**src/rtl/core/kce_pkg.sv**
```systemverilog
// kce_pkg: shared widths, register indexes, types and constant tables for the
// kirsch compass edge detector. No dependencies; used by every rtl/core file.
`timescale 1ns / 1ps
`default_nettype none

package kce_pkg;

   localparam int PIX_W     = 8;
   localparam int SIZE_W    = 12;
   localparam int CSR_IDX_W = 2;
   localparam int RESP_W    = 14;

   localparam int DEF_MAX_WIDTH  = 2048;
   localparam int DEF_MAX_HEIGHT = 2048;

   localparam logic [SIZE_W-1:0] RESET_WIDTH  = SIZE_W'(640);
   localparam logic [SIZE_W-1:0] RESET_HEIGHT = SIZE_W'(480);

   // register indexes on the csr port
   localparam logic [CSR_IDX_W-1:0] REG_WIDTH  = 2'd0;
   localparam logic [CSR_IDX_W-1:0] REG_HEIGHT = 2'd1;
   localparam logic [CSR_IDX_W-1:0] REG_MODE   = 2'd2;

   // 2^16/3 rounded up, exact floor(x/3) for x below 6144
   localparam logic [14:0] MAG_RECIP = 15'd21846;

   // ring around the center, clockwise from top-left, as window positions
   localparam logic [3:0] RING_POS [8] = '{4'd0, 4'd1, 4'd2, 4'd5, 4'd8, 4'd7, 4'd6, 4'd3};

   // floor(index * 255 / 8)
   localparam logic [PIX_W-1:0] DIR_CODE [8] = '{8'd0, 8'd31, 8'd63, 8'd95,
                                                 8'd127, 8'd159, 8'd191, 8'd223};

   // 3x3 window, element k is row k/3, column k%3, column 2 newest
   typedef logic [8:0][PIX_W-1:0] window_type;

   // where a result's value comes from
   typedef enum logic [1:0] {
      SRC_KIRSCH,
      SRC_CENTER,
      SRC_UPPER,
      SRC_MIDDLE
   } src_type;

   // item handed from the window stage to the compass pipeline
   typedef struct packed {
      logic             kirsch;
      logic [PIX_W-1:0] pass_value;
      logic             frame_end;
      window_type       win;
   } cmp_item_type;

endpackage

`default_nettype wire

```
**src/rtl/core/kce_compass.sv**
```systemverilog
// kce_compass: compass pipeline (window, responses, arg-max) with a result register
// that takes the scaled value, and valid/ready flow control. Uses kce_pkg.
`timescale 1ns / 1ps
`default_nettype none

module kce_compass (
   input  wire logic                      clock,
   input  wire logic                      reset,
   input  wire logic                      mode,
   input  wire logic                      in_valid,
   output logic                           in_ready,
   input  wire kce_pkg::cmp_item_type     in_item,
   output logic                           rsp_valid,
   input  wire logic                      rsp_ready,
   output logic [kce_pkg::PIX_W-1:0]      rsp_edge_value,
   output logic                           rsp_frame_end
);

   localparam int RW = kce_pkg::RESP_W;

   // stage 2: window
   logic                  s2_v_ff;
   kce_pkg::cmp_item_type s2_item_ff;
   // stage 3: eight responses
   logic                  s3_v_ff;
   logic signed [RW-1:0]  s3_resp_ff [8];
   logic                  s3_kirsch_ff;
   logic [kce_pkg::PIX_W-1:0] s3_pass_ff;
   logic                  s3_end_ff;
   // stage 4: best response and its index
   logic                  s4_v_ff;
   logic signed [RW-1:0]  s4_best_ff;
   logic [2:0]            s4_idx_ff;
   logic                  s4_kirsch_ff;
   logic [kce_pkg::PIX_W-1:0] s4_pass_ff;
   logic                  s4_end_ff;
   // result register
   logic                  out_v_ff;
   logic [kce_pkg::PIX_W-1:0] out_value_ff;
   logic                  out_end_ff;

   logic take_out, take4, take3, take2;

   logic signed [RW-1:0]  resp [8];
   logic signed [RW-1:0]  best;
   logic [2:0]            best_idx;
   logic [kce_pkg::PIX_W-1:0] value_in;

   assign take_out = !out_v_ff || rsp_ready;
   assign take4    = !s4_v_ff || take_out;
   assign take3    = !s3_v_ff || take4;
   assign take2    = !s2_v_ff || take3;
   assign in_ready = take2;

   // response of mask j is 5*(three ring pixels) - 3*(other five) = 8*trio - 3*ring
   always_comb begin : resp_calc
      logic [10:0] ring_sum;
      logic [9:0]  trio_sum;
      logic [2:0]  p;
      ring_sum = '0;
      for (int k = 0; k < 8; k++) begin
         ring_sum = ring_sum + 11'(s2_item_ff.win[kce_pkg::RING_POS[k]]);
      end
      for (int j = 0; j < 8; j++) begin
         p = 3'(2 - j);
         trio_sum = 10'(s2_item_ff.win[kce_pkg::RING_POS[p]])
                  + 10'(s2_item_ff.win[kce_pkg::RING_POS[p + 3'd1]])
                  + 10'(s2_item_ff.win[kce_pkg::RING_POS[p + 3'd2]]);
         resp[j] = RW'({trio_sum, 3'b000}) - RW'(ring_sum) - RW'({ring_sum, 1'b0});
      end
   end

   // arg-max tree, lower index kept on ties
   always_comb begin : argmax
      logic signed [RW-1:0] v1 [4];
      logic [2:0]           i1 [4];
      logic signed [RW-1:0] v2 [2];
      logic [2:0]           i2 [2];
      for (int k = 0; k < 4; k++) begin
         if (s3_resp_ff[2*k+1] > s3_resp_ff[2*k]) begin
            v1[k] = s3_resp_ff[2*k+1];
            i1[k] = 3'(2*k+1);
         end else begin
            v1[k] = s3_resp_ff[2*k];
            i1[k] = 3'(2*k);
         end
      end
      for (int k = 0; k < 2; k++) begin
         if (v1[2*k+1] > v1[2*k]) begin
            v2[k] = v1[2*k+1];
            i2[k] = i1[2*k+1];
         end else begin
            v2[k] = v1[2*k];
            i2[k] = i1[2*k];
         end
      end
      if (v2[1] > v2[0]) begin
         best     = v2[1];
         best_idx = i2[1];
      end else begin
         best     = v2[0];
         best_idx = i2[0];
      end
   end

   // best is never negative (the eight responses sum to zero), at most 3825
   always_comb begin : scale
      logic [27:0] prod;
      logic [11:0] mag;
      prod = 28'(s4_best_ff[12:0]) * 28'(kce_pkg::MAG_RECIP);
      mag  = prod[27:16];
      if (!s4_kirsch_ff) begin
         value_in = s4_pass_ff;
      end else if (mode) begin
         value_in = kce_pkg::DIR_CODE[s4_idx_ff];
      end else if (mag > 12'd255) begin
         value_in = 8'd255;
      end else begin
         value_in = mag[7:0];
      end
   end

   always_ff @(posedge clock) begin
      if (reset) begin
         s2_v_ff  <= 1'b0;
         s3_v_ff  <= 1'b0;
         s4_v_ff  <= 1'b0;
         out_v_ff <= 1'b0;
      end else begin
         if (take2) s2_v_ff <= in_valid;
         if (take3) s3_v_ff <= s2_v_ff;
         if (take4) s4_v_ff <= s3_v_ff;
         if (take_out) out_v_ff <= s4_v_ff;
      end
   end

   always_ff @(posedge clock) begin
      if (take2 && in_valid) begin
         s2_item_ff <= in_item;
      end
      if (take3 && s2_v_ff) begin
         s3_resp_ff   <= resp;
         s3_kirsch_ff <= s2_item_ff.kirsch;
         s3_pass_ff   <= s2_item_ff.pass_value;
         s3_end_ff    <= s2_item_ff.frame_end;
      end
      if (take4 && s3_v_ff) begin
         s4_best_ff   <= best;
         s4_idx_ff    <= best_idx;
         s4_kirsch_ff <= s3_kirsch_ff;
         s4_pass_ff   <= s3_pass_ff;
         s4_end_ff    <= s3_end_ff;
      end
      if (take_out && s4_v_ff) begin
         out_value_ff <= value_in;
         out_end_ff   <= s4_end_ff;
      end
   end

   assign rsp_valid      = out_v_ff;
   assign rsp_edge_value = out_value_ff;
   assign rsp_frame_end  = out_end_ff;

endmodule

`default_nettype wire

```
**config.mk**
```make
export PLATFORM = sky130hd
export DESIGN_NAME = kce_compass
export DESIGN_NICKNAME = d
export VERILOG_FILES = /design/src/rtl/core/kce_pkg.sv /design/src/rtl/core/kce_compass.sv
export SDC_FILE = /design/constraint.sdc
export NUM_CORES = 1
export LEC_CHECK = 0
export BUFFER_PORTS_ARGS = -buffer_cell sky130_fd_sc_hd__buf_2
export CORE_MARGIN = 1.5
export CORE_UTILIZATION = 64
export CTS_BUF_LIST = sky130_fd_sc_hd__clkbuf_4
export CTS_CLUSTER_DIAMETER = 60
export DETAILED_ROUTE_END_ITERATION = 7
export PLACE_DENSITY = 0.82
export REMOVE_ABC_BUFFERS = 1
export SLEW_MARGIN = 15
export SYNTH_ARGS = -nofsm -noshare
export SYNTH_HDL_FRONTEND = slang
export SYNTH_SLANG_ARGS = --single-unit
```
**constraint.sdc**
```tcl
create_clock -name clock -period 10.6 [get_ports clock]
set_input_delay 1.06 -clock clock [delete_from_list [all_inputs] [get_ports clock]]
set_output_delay 1.06 -clock clock [all_outputs]
set_load 0.05 [all_outputs]
```
==> summary.txt <==
Worst setup path
  – Worst Setup End Kind: flop
  – CP Launch Point: s2_item_ff[25]
  – Critical Path Start Type: flop
  – Crit Path Category: reg -> reg
  – Crit-path cells: inv_1 -> fa_1 -> inv_1 -> fa_1 -> inv_1 -> fa_1 -> fa_1 -> inv_1 -> ha_1 -> fa_1 -> a21oi_1 -> nor2_1 -> nor2_1 -> xnor2_2 -> buf_4 -> inv_1 -> fa_1 -> ha_1 -> or3_1 -> o21ai_0 -> a21oi_1 -> and4_1 -> a2111oi_1 -> xnor2_1
  – Slowest stage delay, CP: 0.60 ns
  – Critical path's top delay family: adder cells
  – Critical path arrival: 7.70 ns
  – Reg2reg path depth: 24
  – Cell mode on critical path: fa_1
  – Reg-to-reg startpoint: s2_item_ff[25]
  – Reg2reg setup slack: 3.35 ns
  – WP data required: 11.05 ns
  – Slowest CP cell: a2111oi_1
  – Critical path peak fanout: 15
  – CP bufs+invs: 6
  – RR Endpoint: s3_resp_ff[53]

Clock network
  – Clock sinks: 214
  – CTS Buffer Depth: 3
  – Post-CTS Setup Inserts: 0
  – PostCTS Resize Cnt: 0
  – CTS tree: yes
  – Hold-fix buffers at CTS: 0
  – Root Driver: clkbuf_4
  – Clk Latency, worst-skew pair: 0.75 ns
  – CTS buffer count: 53
  – Worst-path clk slew: 0.08 ns
  – Htree depth: 2

Synthesis
  – Yosys Warn Count: 0
  – Synth top area cells: edfxtp_1, fa_1, ha_1
  – Async SR Flop Fraction: 0%
  – Number of synthesized flops with an enable pin: 210
  – Synth top area share: 27.46%
  – Post-Syn Area: 22960 µm²
  – Cell variety after synth: 75
  – Ys flop type: edfxtp_1
  – Yosys reg bits: 214
  – Most common cell in the netlist: inv_1
  – Syn avg cell area: 10.48 µm²
  – Synth Instances: 2191
  – Synth cell count leaders: inv_1, ha_1, fa_1, edfxtp_1, a21oi_1
  – Seq/Total Area, Yosys: 27.81%
  – Area leader, netlist: edfxtp_1

Timing
  – Tmin final: 7.255 ns
  – Finish-stage setup viols: 0
  – Clock Skews: 0.05164 ns
  – Tcrit/Tclk final: 68.44%
  – Hold slack: 0.4047 ns
  – Relative slew slack: 19.52%
  – Fmax: 137.8 MHz
  – Final Hold Vio Count: 0
  – Setup slack after layout: 3.345 ns
  – RSZ-0062 raised after global routing: false
  – Slew Viols, Final: 0
  – Slew @ Worst Pin: 1.203 ns
  – Final TNS setup: 0 ns

Detailed routing
  – Drt total wl: 51160 µm
  – 1st-iter DRT viols: 978
  – Final ANT Viol Nets: 0
  – Drt first pass iters: 7
  – Vias/cell: 5.745
  – DRC violations left: 0
  – Routed len/inst: 18.15 µm
  – Routed vias: 16194

Floorplanning
  – Top Ports: 98
  – Starting density of the core: 64.72%
  – DIE AREA: 37030 µm²
  – Die width: 192.4 µm
  – Core Area: 35480 µm²
  – Die height: 192.4 µm
  – Row cnt: 69

Global routing
  – Initial antenna violation count: 1
  – Total congestion overflow: 0
  – GRT met1 Usage: 35.11%
  – GRT met3 Usage: 3.673%
  – Total GRT Usage: 29.08%
  – Vias in the first global route: 16964
  – First-pass GRT wire length: 83170 µm
  – Grt peak-use layer: met2
  – Largest net degree at the start of global routing: 75
  – Met2 GRT Util: 52.26%

Worst hold path
  – Hold EP: s4_end_ff
  – Hold Path Cell Cnt: 0
  – Hold wc startpoint: s3_end_ff
  – HP Class: reg -> reg

Layout
  – Total Nets Final: 2947
  – Post-layout util: 69.70%
  – Fillers: 2555
  – Layout cell share with drive strength beyond 1: 10.14%
  – Synthesis-to-layout area growth: 7.699%

Placed design
  – Hpwl dp: 42210 µm
  – PortBufs: 89
  – Dpl ws: 3.397 ns
  – Routability cong.: 0.9358

Status
  – Outcome: complete, no violations

Run
  – Maxcap violations: 0
layer usage:
layer	up-vias	share of wire, %	wire, µm
met5	-	0	0
met4	0	4.2	2164
met3	132	4.4	2236
met2	450	50	25780
met1	7831	41	20980
li1	7781	-	-
state kept, by name, summed over array words and instances (netlist names):
register and cells:
s4_kirsch_ff 1, s3_v_ff 1, s3_resp_ff 91, s3_pass_ff 8
s4_best_ff 13, s2_v_ff 1, s4_idx_ff 3, s4_end_ff 1
rsp_frame_end 1, rsp_valid 1, rsp_edge_value 8, s3_kirsch_ff 1
s2_item_ff 74, s4_v_ff 1, s4_pass_ff 8, s3_end_ff 1
worst max-delay path by stage:
stage	end	slack (ns)	cells past startpoint
after global placement	s3_resp_ff[53]	3.59	24
after CTS	s3_resp_ff[53]	3.37	24
after floorplan	s3_resp_ff[53]	3.24	21
after detailed placement	s3_resp_ff[53]	3.40	24
final	s3_resp_ff[53]	3.35	24
after global routing	s3_resp_ff[53]	2.98	24
layout make-up:
cell class / count / area (µm²) / share of cell area (%)
multi-input cells: 1500 / 14840 / 60.00
well taps: 461 / 576.8 / 2.332
diodes: 1 / 2.502 / 0.01012
repair buffers: 102 / 543.0 / 2.196
inverters: 449 / 1685 / 6.815
clock buffers: 76 / 570.5 / 2.307
clock inverters: 16 / 128.9 / 0.5211
flip-flops and latches: 214 / 6386 / 25.82
cell usage in the layout (no fill, tap or decap), drive strengths merged, types with 13 or more instances in the layout:
cell,count
inv,449
ha,319
fa,221
edfxtp,210
a21oi,127
nor2,104
buf,102
xnor2,93
clkbuf,76
o21ai,62
nand2,54
mux2i,47
o21a,41
nor3,37
a21o,32
nand3,32
nor2b,31
xor2,31
nand2b,30
mux2,24
nand4,19
and3,16
a31oi,16
o21bai,14
or3,14
clkinv,13
per-stage QoR:
| stage | std cells | cell area [µm²] |
|---|---|---|
| final | 2819 | 24730 |
| after detailed placement | 2726 | 24030 |
| after global routing | 2819 | 24730 |
| after CTS | 2818 | 24730 |
| after floorplan | 2163 | 22830 |
| after global placement | 2726 | 24030 |
cells by family (layout without fill, tap and decap cells):
kind of cell               Yosys count  after routing  synth area share, %
other                                0              1                    0
buffers and inverters              477            643                7.933
muxes                               71             71                3.226
DFF                                214            214                27.81
and+or+nand+nor                    383            383                8.614
adders and majority gates          540            540                36.65
AOI/OAI and AO/OA                  382            382                11.04
xor gates and xnor gates           124            124                4.729
Power is not shown: default switching activity piles up to over one toggle a cycle in this logic, so the estimate is an artifact.
